File: config.mk
export PLATFORM = sky130hd
export DESIGN_NAME = tcp_out_of_order_interval_queue_top
export DESIGN_NICKNAME = d
export VERILOG_FILES = /design/src/rtl/tooiq_pkg.sv /design/src/rtl/tooiq_ram.sv /design/src/rtl/tcp_out_of_order_interval_queue_top.sv
export SDC_FILE = /design/constraint.sdc
export NUM_CORES = 2
export LEC_CHECK = 0
export BUFFER_PORTS_ARGS = -buffer_cell sky130_fd_sc_hd__buf_2
export CAP_MARGIN = 20
export CORE_MARGIN = 2
export CORE_UTILIZATION = 42
export CTS_BUF_LIST = sky130_fd_sc_hd__clkbuf_8
export CTS_CLUSTER_SIZE = 14
export DETAILED_ROUTE_END_ITERATION = 10
export PLACE_DENSITY_LB_ADDON = 0.12
export SLEW_MARGIN = 20
export SYNTH_ARGS = -nofsm -noshare
export SYNTH_HDL_FRONTEND = slang
export SYNTH_SLANG_ARGS = --single-unit
export TNS_END_PERCENT = 30
File: constraint.sdc
create_clock -name clk -period 14.4 [get_ports clk]
set_input_delay 2.88 -clock clk [delete_from_list [all_inputs] [get_ports clk]]
set_output_delay 2.88 -clock clk [all_outputs]
set_load 0.01 [all_outputs]
File: src/rtl/tooiq_pkg.sv
package tooiq_pkg;

	localparam int MAX_INTERVALS = 16;
	localparam int IDX_W = (MAX_INTERVALS > 1) ? $clog2(MAX_INTERVALS) : 1;
	localparam int CNT_W = $clog2(MAX_INTERVALS + 1);

	// one table entry: [lo, hi) with merged flags
	typedef struct packed {
		logic [31:0] lo;
		logic [31:0] hi;
		logic [7:0]  flg;
	} ent_t;

	localparam int ENT_W = $bits(ent_t);

	typedef enum logic [0:0] {
		CMD_ENQ = 1'b0,
		CMD_DEQ = 1'b1
	} cmd_t;

	// how the copy pass rewrites the table
	typedef enum logic [2:0] {
		MD_DEQ,
		MD_APPEND,
		MD_MODIFY,
		MD_EXTEND,
		MD_INSERT
	} mode_t;

	// a before b, modulo 2^32
	function automatic logic seq_lt(input logic [31:0] a, input logic [31:0] b);
		logic [31:0] d;
		d = a - b;
		return d[31];
	endfunction

	function automatic logic seq_le(input logic [31:0] a, input logic [31:0] b);
		return !seq_lt(b, a);
	endfunction

endpackage

File: src/rtl/tooiq_ram.sv
module tooiq_ram #(
	parameter int W  = 8,
	parameter int D  = 16,
	parameter int AW = (D > 1) ? $clog2(D) : 1
) (
	input  logic          clk,
	input  logic          we,
	input  logic [AW-1:0] waddr,
	input  logic [W-1:0]  wdata,
	input  logic [AW-1:0] raddr,
	output logic [W-1:0]  rdata
);

	logic [W-1:0] mem [D];

	// write port and registered read port
	always_ff @(posedge clk) begin
		if (we) begin
			mem[waddr] <= wdata;
		end
		rdata <= mem[raddr];
	end

endmodule

File: src/rtl/tcp_out_of_order_interval_queue_top.sv
// The table holds at most 16 stored intervals. Throughput: one item at a time; busy stays high
// until done, while the single read port walks the table once to scan (enqueue only) and once
// to rewrite it into the other bank; an enqueue dropped as full skips the rewrite.
// Reset clears the interval count and the control state; the table memories are not cleared.
// The result is shown on done for exactly one cycle; the receiver cannot stall.
module tcp_out_of_order_interval_queue_top (
	input  logic        clk,
	input  logic        arst_n,
	input  logic        start,
	output logic        busy,
	input  logic        cmd,
	input  logic [31:0] seq,
	input  logic [15:0] length,
	input  logic [7:0]  seg_flags,
	input  logic [31:0] next_expected,
	output logic        done,
	output logic [31:0] result_seq,
	output logic [7:0]  out_flags,
	output logic        found,
	output logic        overflow
);
	import tooiq_pkg::*;

	typedef enum logic [5:0] {
		ST_IDLE   = 6'b000001,
		ST_SCAN   = 6'b000010,
		ST_DECIDE = 6'b000100,
		ST_COPY   = 6'b001000,
		ST_FLUSH  = 6'b010000,
		ST_DONE   = 6'b100000
	} state_t;

	state_t            state_q;
	logic              bank_q;
	logic [CNT_W-1:0]  cnt_q, rd_ptr_q, wp_q;
	logic              vld_s1;
	logic [IDX_W-1:0]  idx_s1;
	logic              cmd_q;
	logic [31:0]       seq_q, end_q, nxt_q;
	logic [7:0]        flg_q;
	mode_t             mode_q;
	logic [IDX_W-1:0]  tgt_q;
	logic              ii_found_q, ic_found_q;
	logic [IDX_W-1:0]  ii_idx_q, ic_idx_q;
	logic [31:0]       ic_hi_q;
	ent_t              last_q, h_q;
	logic              hv_q, ha_q, done_q;
	logic [31:0]       res_seq_q;
	logic [7:0]        res_flags_q;
	logic              res_found_q, res_ovf_q;

	ent_t              rd0, rd1, x, wdata_c, h_d, hcur, seg_e;
	logic              we_c, hv_d, ha_d, done_d, issue;
	logic              res_found_d;
	logic [31:0]       res_seq_d;
	logic [7:0]        res_flags_d;
	logic              start_abs, ins_here;
	logic [31:0]       mod_hi;

	assign busy       = (state_q != ST_IDLE);
	assign done       = (state_q == ST_DONE);
	assign result_seq = res_seq_q;
	assign out_flags  = res_flags_q;
	assign found      = res_found_q;
	assign overflow   = res_ovf_q;

	assign issue = ((state_q == ST_SCAN) || (state_q == ST_COPY)) && (rd_ptr_q < cnt_q);
	assign x     = bank_q ? rd1 : rd0;
	assign seg_e = '{lo: seq_q, hi: end_q, flg: flg_q};

	// ping-pong table banks: read the current one, rebuild into the other
	tooiq_ram #(.W(ENT_W), .D(MAX_INTERVALS)) u_bank0 (
		.clk   (clk),
		.we    (we_c && bank_q),
		.waddr (wp_q[IDX_W-1:0]),
		.wdata (wdata_c),
		.raddr (rd_ptr_q[IDX_W-1:0]),
		.rdata (rd0)
	);

	tooiq_ram #(.W(ENT_W), .D(MAX_INTERVALS)) u_bank1 (
		.clk   (clk),
		.we    (we_c && !bank_q),
		.waddr (wp_q[IDX_W-1:0]),
		.wdata (wdata_c),
		.raddr (rd_ptr_q[IDX_W-1:0]),
		.rdata (rd1)
	);

	// rewrite up to one entry per cycle during the copy pass; at the end flush the held entry or the appended segment
	always_comb begin
		we_c        = 1'b0;
		wdata_c     = x;
		h_d         = h_q;
		hv_d        = hv_q;
		ha_d        = ha_q;
		done_d      = done_q;
		res_seq_d   = res_seq_q;
		res_flags_d = res_flags_q;
		res_found_d = res_found_q;
		start_abs   = (mode_q == MD_EXTEND) && (idx_s1 == tgt_q);
		ins_here    = (mode_q == MD_INSERT) && ii_found_q && (idx_s1 == tgt_q);
		hcur        = ins_here ? seg_e : h_q;
		mod_hi      = seq_lt(x.hi, end_q) ? end_q : x.hi;
		if ((state_q == ST_COPY) && vld_s1) begin
			case (mode_q)
				MD_DEQ: begin
					if (done_q) begin
						we_c = 1'b1;
					end else if (seq_lt(nxt_q, x.lo)) begin
						done_d = 1'b1;
						we_c   = 1'b1;
					end else if (seq_le(nxt_q, x.hi)) begin
						done_d      = 1'b1;
						res_seq_d   = x.hi;
						res_flags_d = x.flg;
						res_found_d = 1'b1;
					end
				end
				MD_MODIFY: begin
					we_c = 1'b1;
					if (idx_s1 == tgt_q) begin
						wdata_c = '{lo: x.lo, hi: mod_hi, flg: x.flg | flg_q};
					end
				end
				MD_EXTEND, MD_INSERT: begin
					if (start_abs) begin
						h_d  = '{lo: x.lo, hi: end_q, flg: x.flg | flg_q};
						hv_d = 1'b1;
						ha_d = 1'b1;
					end else if (ins_here || (hv_q && ha_q)) begin
						if (seq_lt(hcur.hi, x.lo)) begin
							we_c    = 1'b1;
							wdata_c = hcur;
							h_d     = x;
							hv_d    = 1'b1;
							ha_d    = 1'b0;
						end else if (seq_le(hcur.hi, x.hi)) begin
							we_c    = 1'b1;
							wdata_c = '{lo: hcur.lo, hi: x.hi, flg: hcur.flg | x.flg};
							hv_d    = 1'b0;
							ha_d    = 1'b0;
						end else begin
							h_d  = hcur;
							hv_d = 1'b1;
							ha_d = 1'b1;
						end
					end else if (hv_q) begin
						we_c    = 1'b1;
						wdata_c = h_q;
						h_d     = x;
					end else begin
						we_c = 1'b1;
					end
				end
				default: begin
					we_c = 1'b1;
				end
			endcase
		end else if (state_q == ST_FLUSH) begin
			if (hv_q) begin
				we_c    = 1'b1;
				wdata_c = h_q;
			end else if ((mode_q == MD_APPEND) || ((mode_q == MD_INSERT) && !ii_found_q)) begin
				we_c    = 1'b1;
				wdata_c = seg_e;
			end
		end
	end

	// sequencer, scan bookkeeping and result registers
	always_ff @(posedge clk or negedge arst_n) begin
		if (!arst_n) begin
			state_q  <= ST_IDLE;
			bank_q   <= 1'b0;
			cnt_q    <= '0;
			rd_ptr_q <= '0;
			wp_q     <= '0;
			vld_s1   <= 1'b0;
			hv_q     <= 1'b0;
			ha_q     <= 1'b0;
			done_q   <= 1'b0;
		end else begin
			vld_s1   <= issue;
			idx_s1   <= rd_ptr_q[IDX_W-1:0];
			if (issue) begin
				rd_ptr_q <= rd_ptr_q + 1'b1;
			end
			unique case (state_q)
				ST_IDLE: begin
					if (start) begin
						cmd_q       <= cmd;
						seq_q       <= seq;
						end_q       <= seq + {16'd0, length};
						flg_q       <= seg_flags;
						nxt_q       <= next_expected;
						rd_ptr_q    <= '0;
						wp_q        <= '0;
						hv_q        <= 1'b0;
						ha_q        <= 1'b0;
						done_q      <= 1'b0;
						ic_found_q  <= 1'b0;
						ii_found_q  <= 1'b0;
						res_seq_q   <= (cmd == CMD_DEQ) ? next_expected : seq;
						res_flags_q <= '0;
						res_found_q <= 1'b0;
						res_ovf_q   <= 1'b0;
						mode_q      <= MD_DEQ;
						state_q     <= (cmd == CMD_DEQ) ? ST_COPY : ST_SCAN;
					end
				end
				ST_SCAN: begin
					if (vld_s1) begin
						if (!ic_found_q && seq_le(x.lo, seq_q) && seq_le(seq_q, x.hi)) begin
							ic_found_q <= 1'b1;
							ic_idx_q   <= idx_s1;
							ic_hi_q    <= x.hi;
						end
						if (!ii_found_q && seq_lt(seq_q, x.lo)) begin
							ii_found_q <= 1'b1;
							ii_idx_q   <= idx_s1;
						end
						if ({1'b0, idx_s1} == CNT_W'(cnt_q - 1'b1)) begin
							last_q <= x;
						end
					end
					if ((rd_ptr_q == cnt_q) && !vld_s1) begin
						state_q <= ST_DECIDE;
					end
				end
				ST_DECIDE: begin
					rd_ptr_q <= '0;
					state_q  <= ST_COPY;
					if (cnt_q == '0) begin
						mode_q <= MD_APPEND;
					end else if (seq_le(last_q.lo, seq_q) && seq_le(seq_q, last_q.hi)) begin
						mode_q    <= MD_MODIFY;
						tgt_q     <= IDX_W'(cnt_q - 1'b1);
						res_seq_q <= last_q.hi;
					end else if (seq_lt(last_q.hi, seq_q)) begin
						mode_q <= MD_APPEND;
						if (cnt_q == CNT_W'(MAX_INTERVALS)) begin
							res_ovf_q <= 1'b1;
							state_q   <= ST_DONE;
						end
					end else if (ic_found_q) begin
						tgt_q <= ic_idx_q;
						if (seq_le(end_q, ic_hi_q)) begin
							mode_q    <= MD_MODIFY;
							res_seq_q <= end_q;
						end else begin
							mode_q    <= MD_EXTEND;
							res_seq_q <= ic_hi_q;
						end
					end else begin
						mode_q <= MD_INSERT;
						tgt_q  <= ii_idx_q;
						if (cnt_q == CNT_W'(MAX_INTERVALS)) begin
							res_ovf_q <= 1'b1;
							state_q   <= ST_DONE;
						end
					end
				end
				ST_COPY: begin
					h_q         <= h_d;
					hv_q        <= hv_d;
					ha_q        <= ha_d;
					done_q      <= done_d;
					res_seq_q   <= res_seq_d;
					res_flags_q <= res_flags_d;
					res_found_q <= res_found_d;
					if (we_c) begin
						wp_q <= wp_q + 1'b1;
					end
					if ((rd_ptr_q == cnt_q) && !vld_s1) begin
						state_q <= ST_FLUSH;
					end
				end
				ST_FLUSH: begin
					cnt_q   <= wp_q + CNT_W'(we_c);
					bank_q  <= !bank_q;
					hv_q    <= 1'b0;
					state_q <= ST_DONE;
				end
				ST_DONE: begin
					state_q <= ST_IDLE;
				end
				default: begin
					state_q <= ST_IDLE;
				end
			endcase
		end
	end

	a_cnt_bound: assert property (@(posedge clk) disable iff (!arst_n)
		cnt_q <= CNT_W'(MAX_INTERVALS))
		else $error("interval count above table depth");

	a_ovf_full: assert property (@(posedge clk) disable iff (!arst_n)
		(done && overflow) |-> (cnt_q == CNT_W'(MAX_INTERVALS)) && (cmd_q == CMD_ENQ))
		else $error("overflow reported with room in the table");

	a_found_deq: assert property (@(posedge clk) disable iff (!arst_n)
		(done && found) |-> (cmd_q == CMD_DEQ) && !overflow)
		else $error("found reported on an enqueue");

	a_wp_bound: assert property (@(posedge clk) disable iff (!arst_n)
		we_c |-> (wp_q < CNT_W'(MAX_INTERVALS)))
		else $error("table rewrite past its depth");

	a_bank_flip: assert property (@(posedge clk) disable iff (!arst_n)
		(state_q == ST_FLUSH) |=> (bank_q != $past(bank_q)))
		else $error("bank not swapped after rewrite");

endmodule

---- Word level (Yosys, flattened, before mapping) ----
Memory sizes are Yosys's and may differ from the RTL's. A register that Yosys moved wholly into a read port is not among the register bits.
Index checks and enable logic that the tools add are counted.
word-level totals
  flip-flop bits (word level) ............. 361
  memory bits (writable) .................. 2,304
  input bits .............................. 92
  output and inout bits ................... 44
  memories kept ........................... 2
cells by class
  add/subtract/negate cells ............... 15
  magnitude comparators ................... 1
  eq/ne operators ......................... 36
  muxes and demuxes ....................... 118
  bitwise gates (word level) .............. 3
  reductions and logical operators ........ 51
memories
  name         words  width  rd ports  clocked after memory_dff  write ports  RTL line         RTL
  u_bank0.mem  16     72     1         1                         1            tooiq_ram.sv:14  logic [W-1:0] mem [D];
  u_bank1.mem  16     72     1         1                         1            tooiq_ram.sv:14
operators with widths
  cell                                                                     count
  72-bit 2-to-1 mux                                                        16
  32-bit 2-to-1 mux                                                        13
  32-bit subtractor                                                        10
  72-bit one-hot mux with 2 select lines                                   1
  32-bit one-hot mux with 3 select lines                                   1
  6-bit 2-to-1 mux                                                         8
  8-bit 2-to-1 mux                                                         6
  1-bit 2-to-1 mux                                                         46
  40-bit 2-to-1 mux                                                        1
  32-bit by 16-bit adder with 32-bit output                                1
  6-bit one-hot mux with 5 select lines                                    1
  5-bit 2-to-1 mux                                                         4
  5-bit one-hot mux with 2 select lines                                    2
  4-bit AND reduction                                                      5
  5-bit AND reduction                                                      4
  4-bit 2-to-1 mux                                                         4
  2-bit by 1-bit inequality test with 1-bit output, second input constant  8
  2-bit inequality test, second input constant                             8
  8-bit OR                                                                 2
  8-bit one-hot mux with 2 select lines                                    1
  3-bit 2-to-1 mux                                                         5
  1-bit logical AND                                                        14
  1-bit one-hot mux with 2 select lines                                    7
  3-bit AND reduction                                                      4
  34 further kinds                                                         52

---- Depth between registers and ports, before layout ----
  word-level depth ........................ 14
  gate-level depth with buffers ........... 29
  depth with buffers taken out ............ 24

---- Modules after synthesis ----
From an unflattened synthesis, not the netlist that was laid out.
unflattened totals
  cells, all modules ...................... 6,863
  area, all modules ....................... 118,296.0 sq um
modules (own cells, without submodules)
  module                               instances  cells an instance  area each (sq um)  seq. area each (sq um)
  tooiq_ram at u_bank1                 1          1,850              44,552.7           36,034.6
  tooiq_ram at u_bank0                 1          1,850              44,551.5           36,034.6
  tcp_out_of_order_interval_queue_top  1          3,163              29,191.7           10,711.5

---- Worst setup path after synthesis ----
No wires, ideal clock.
  path kind ............................... register -> register
  start point ............................. register idx_s1[2]
  end point ............................... memory u_bank0.mem[0][0] (netlist bit), enable pin
  setup time .............................. 0.680 ns
  arrival ................................. 11.250 ns
  path slack .............................. 2.471 ns
  stages on the path, launching flop included .. 23
  path buffers ............................ 4
  cell sequence ........................... edfxtp_1 xnor2_1 and4_1 buf_4 nand2_2 buf_1 buf_1 nor2_1 a21oi_1 inv_1 ha_1 a21o_1 a21o_1 a221o_1 a221oi_1 o2111a_1 o22a_1 nor2_1 o21ai_0 o221ai_4 and2_4 buf_6 nor4_1
on the way
  cells in the longest elaborated chain, start to end .. 13
ends and longest elaborated chain
  element                                     RTL line                                                                                RTL
  start: declaration                          tcp_out_of_order_interval_queue_top.sv:37                                               logic [IDX_W-1:0] idx_s1;
  start signal: assignment                    tcp_out_of_order_interval_queue_top.sv:185                                              idx_s1 <= rd_ptr_q[IDX_W-1:0];
  4-bit equality test (*)                     tcp_out_of_order_interval_queue_top.sv:101, tcp_out_of_order_interval_queue_top.sv:102
  1-bit logical AND                           tcp_out_of_order_interval_queue_top.sv:102                                              ins_here = (mode_q == MD_INSERT) && ii_found_q && (idx_s1 == tgt_q);
  72-bit 2-to-1 mux                           tcp_out_of_order_interval_queue_top.sv:103                                              hcur = ins_here ? seg_e : h_q;
  32-bit subtractor                           tooiq_pkg.sv:33                                                                         d = a - b;
  1-bit 2-to-1 mux                            tcp_out_of_order_interval_queue_top.sv:138                                              end else if (seq_le(hcur.hi, x.hi)) begin
  1-bit 2-to-1 mux                            tcp_out_of_order_interval_queue_top.sv:132                                              if (seq_lt(hcur.hi, x.lo)) begin
  1-bit 2-to-1 mux                            tcp_out_of_order_interval_queue_top.sv:131                                              end else if (ins_here || (hv_q && ha_q)) begin
  1-bit 2-to-1 mux (*)                        tcp_out_of_order_interval_queue_top.sv:127                                              if (start_abs) begin
  1-bit one-hot mux with 2 select lines (*)   tcp_out_of_order_interval_queue_top.sv:106                                              case (mode_q)
  1-bit 2-to-1 mux (*)                        tcp_out_of_order_interval_queue_top.sv:105                                              if ((state_q == ST_COPY) && vld_s1) begin
  1-bit logical AND (*)                       tcp_out_of_order_interval_queue_top.sv:74                                               .we (we_c && bank_q),
  1-bit 2-to-1 mux (*)                        tooiq_ram.sv:18                                                                         if (we) begin
  1-bit 2-to-1 mux (implied by the code) (*)  tooiq_ram.sv:19                                                                         mem[waddr] <= wdata;
  end: declaration                            tooiq_ram.sv:14
Mark *: on every way between the ends. The rest lies on a longest branch, timed or not.

---- Worst setup path in the final report ----
  start point ............................. register idx_s1[2]
  end point ............................... memory u_bank1.mem[4][64] (netlist bit), enable pin
on the way
  cells in the longest elaborated chain, start to end .. 13
ends and longest elaborated chain
  element                                     RTL line                                                                                RTL
  4-bit equality test (*)                     tcp_out_of_order_interval_queue_top.sv:101, tcp_out_of_order_interval_queue_top.sv:102
  1-bit logical AND                           tcp_out_of_order_interval_queue_top.sv:102
  72-bit 2-to-1 mux                           tcp_out_of_order_interval_queue_top.sv:103
  32-bit subtractor                           tooiq_pkg.sv:33
  1-bit 2-to-1 mux                            tcp_out_of_order_interval_queue_top.sv:138
  1-bit 2-to-1 mux                            tcp_out_of_order_interval_queue_top.sv:132
  1-bit 2-to-1 mux                            tcp_out_of_order_interval_queue_top.sv:131
  1-bit 2-to-1 mux (*)                        tcp_out_of_order_interval_queue_top.sv:127
  1-bit one-hot mux with 2 select lines (*)   tcp_out_of_order_interval_queue_top.sv:106
  1-bit 2-to-1 mux (*)                        tcp_out_of_order_interval_queue_top.sv:105
  1-bit logical AND (*)                       tcp_out_of_order_interval_queue_top.sv:83                                               .we (we_c && !bank_q),
  1-bit 2-to-1 mux (*)                        tooiq_ram.sv:18
  1-bit 2-to-1 mux (implied by the code) (*)  tooiq_ram.sv:19
  end: declaration                            tooiq_ram.sv:14
Marked as above.

==> run summary <==
The multi-input logic area came out at 0.0358 mm2. The critical hold path startpoint is wp_q[4]. The estimated wirelength of the detail-placed design is 235000 um. The delay of the slowest critical-path stage is 0.91 ns. The number of buffers and inverters on the critical path is 7. The number of standard-cell rows in the floorplan came out at 196. The post-route non-filler standard cell count came out at 12293. The share of the synthesized area in the top cell type is 0.659. Ranked by total cell area, the synthesized netlist is headed by edfxtp_1, mux4_2, mux2i_1.

The slew at the pin with the worst max-slew slack is 1.20 ns. 136 I/O pins were placed. The clock transition at the register clock pins on the worst setup and hold paths after CTS is 0.06 ns.

Setup repair after global routing left no endpoint under its margin. The required time of the critical path is 15.10 ns. The cell leakage power is 46.5 nW. The total die area is 0.291 mm2. The final-layout setup total negative slack came out at 0 ns. Walking the worst path, the cells encountered are xnor2_1 > and4_1 > buf_4 > nand2_4 > buf_4 > nor2_1 > a21oi_1 > inv_1 > ha_1 > a21o_1 > a21o_1 > a221o_1 > a221oi_1 > o2111a_1 > o22a_2 > buf_4 > nor2_4 > o21ai_0 > o221ai_4 > and2_4 > buf_4 > nor3_4 > buf_4 > buf_4. By count the netlist is led by edfxtp_1, mux2i_1, o21ai_0, a21oi_1, nand2_1. The die outline height came out at 539 um. Of the cells placed in the final design, the portion with a size suffix greater than 1 is 0.194.

The H-tree depth is 5. The worst hold path belongs to the class reg -> reg. The highest-delay cell along the critical path is nor3_4. Across all setup checks in the final design, the least slack found is 5.46 ns. The clock period minus final worst setup slack is 8.94 ns. The largest net degree at the start of global routing is 118. The DRC violation total after the first TritonRoute iteration came out at 8625. Synthesis instantiated 91 different standard cells from the library. The most critical setup path has its endpoint at u_bank1.mem[4][64]. Each instance of the synthesized netlist takes up on average 15.7 um2. In the final layout, flip-flops and latches occupy 0.0828 mm2. The family of cells with the greatest summed delay on the critical path is buffers and inverters.

The number of nets in the layout is 8526. The start point of the critical path is idx_s1[2]. The detailed-routing iteration count for the pre-antenna-repair pass came out at 9. The detail-routed via count per cell came out at 6.00.

The synthesized net count is 8059. The number of placed cells counting well taps is 11413. The layout has 24434 filler cells. The synthesized netlist occupies a cell area of 0.120 mm2.

On the final layout, the worst clock skew is 0.145 ns. The width of the chip is 539 um. The cell with the most instances on the worst path is buf_4.

The slack of the worst reg-to-reg path came out at 5.46 ns. The post-cts gate resize count is 0. The cell at the root of the clock tree is clkbuf_8. The number of buffers inserted to repair setup after CTS is 0. Across all hold checks on the routed design, the worst slack comes to 0.519 ns. STA classifies the critical path startpoint as a flop.

Summing internal, switching and leakage power gives 23.8 mW. The most used standard cell by instance count after synthesis is edfxtp_1. During synthesis, Yosys emitted a total of 0 warnings.

The critical register-to-register path startpoint is idx_s1[2]. The final-report max-slew violation count is 0. Among all flip-flop cells after synthesis, the most frequent one is edfxtp_1. The final weighted congestion in routability-driven placement is 0.923. The total wire length is 385000 um.

The core area is 0.285 mm2. The critical path capture point type is a flop. The top fanout value on the critical path came out at 75. The worst-case vdd ir drop is 0.107 mV. Buffers inserted to repair hold after CTS numbered 0. The routed length per placed instance is 31.3 um. The run finished with clean final reports. For this configuration, the core starts out at a cell density of 0.422. Data arrives at the worst endpoint at 9.64 ns. The number of antenna violations at the first check in global routing is 17. The clock net in this run drives a total of 2809 sinks. The number of clock buffers inserted by TritonCTS is 464. The deepest clock path buffer count came out at 4. The count of flip-flops with a built-in enable after synthesis came out at 2639. The remaining antenna violation count came out at 0.

The number of standard cells after synthesis came out at 7651. The total count of hold-check failures in the final report is 0. The final route contains 73789 vias. The total overflow reported by the global router is 0. The insertion delay to the later sink of the worst-skew pair came out at 1.16 ns. The first global-routing pass estimated 545000 um of wire. The sequential area share after synthesis is 0.688. The capture instance of the worst register-to-register path is u_bank1.mem[4][64]. The area growth from synthesis to final layout came out at 13.5%. Across the run, the number of max-cap violations was 0.

The power per cell area is 174 mW/mm2. The fmax is 112 MHz. The post-synthesis register bit count came out at 2809. The path type of the worst setup path is reg -> reg. Input and output buffers added on the ports amount to 135. The pre-CTS worst setup slack is 5.46 ns. The global-route usage over all layers is 0.259. The number of global-route vias before repair came out at 72952. The top cell type by total area after synthesis is edfxtp_1. Counting buffers and inverters, the worst setup path is 24 cells deep.

Of the available clock period, the critical path in the final layout requires 0.621. TritonCTS built the clock tree. The final count of negative-setup-slack endpoints is 0. The worst max-slew margin expressed relative to the limit came out at 0.196. The share of async-settable or async-resettable flops after synthesis came out at 0.00926. The remaining routing DRC violations came out at 0. The logic depth of the worst register-to-register path came out at 24.
## kinds of logic after synthesis
kind of cell | Yosys count | share of synthesized area
AND/OR/NAND/NOR | 1028 | 0.0386
multiplexers | 1080 | 0.122
adder cells (fa/ha/maj) | 317 | 0.0330
XOR/XNOR | 68 | 0.00511
flip-flops | 2809 | 0.688
AO/OA/AOI/OAI | 1717 | 0.0930
buffers and inverters | 632 | 0.0204
## metrics by stage
step / utilization / instance area [um2]
5_1_grt: 0.479 / 136000
6_report: 0.479 / 136000
3_3_place_gp: 0.446 / 127000
2_1_floorplan: - / 120000
4_1_cts: 0.479 / 136000
3_5_place_dp: 0.446 / 127000
## cell type report
class / instances / share of cell area
Sequential cell: 2809 / 0.607
Multi-Input combinational cell: 4210 / 0.262
Clock buffer: 541 / 0.0546
Tap cell: 3762 / 0.0345
Timing Repair Buffer: 414 / 0.0210
Clock inverter: 335 / 0.0148
Inverter: 219 / 0.00604
Antenna cell: 3 / 0.0000550
## placed cells by master, fill, tap and decap left out, types with 33 or more instances in the layout
master    synthesis  layout
nor2_1          341     337
nor3_2            7      45
a21oi_1         404     395
o211ai_1         42      42
mux2i_1         617     614
inv_1           218     420
ha_1            315     315
dfxtp_1         144     144
a221oi_1        169     167
nand2_1         346     345
o21ai_0         464     464
nand3_1          63      62
clkinv_1          0      56
clkbuf_8          0     541
mux4_2          288     288
nor3_1           93      49
o22ai_1          37      37
a22oi_1         213     213
mux2_2          173     173
buf_2            11     135
edfxtp_1       2639    2639
a21o_1          112     111
o221ai_1         44      44
buf_4             2     268
clkinv_2          0      33
nand4_1          45      45
xnor2_1          51      50
## power by group
group	internal, mW	switching, mW
clock	3.75	3.34
combinational	1.83	4.14
sequential	10.4	0.321
## flip-flops by register name (all words and copies together) (netlist names), 6 cells and up
name and count:
end_q 32, result_seq 32, u_bank1.mem 1152, nxt_q 32
state_q 6, ic_hi_q 32, u_bank1.rdata 72, last_q 64
out_flags 8, seq_q 32, h_q 72, u_bank0.mem 1152
u_bank0.rdata 72, flg_q 8
## layer usage
metal | share of wire | GRT usage
met5 | 0.000070 | 0
met4 | 0.030 | 0.0820
met3 | 0.075 | 0.0408
met2 | 0.45 | 0.398
met1 | 0.44 | 0.378
## how the worst min path moves through the flow
stage	slack [ns]	end	cells after the start
floorplan	0.45	idx_s1[0]	0
global placement	0.49	wp_q[4]	1
detailed placement	0.51	wp_q[4]	1
CTS	0.52	wp_q[4]	1
global route	0.54	wp_q[4]	1
finish	0.52	wp_q[4]	1
Power figures use the tool's default switching activity.
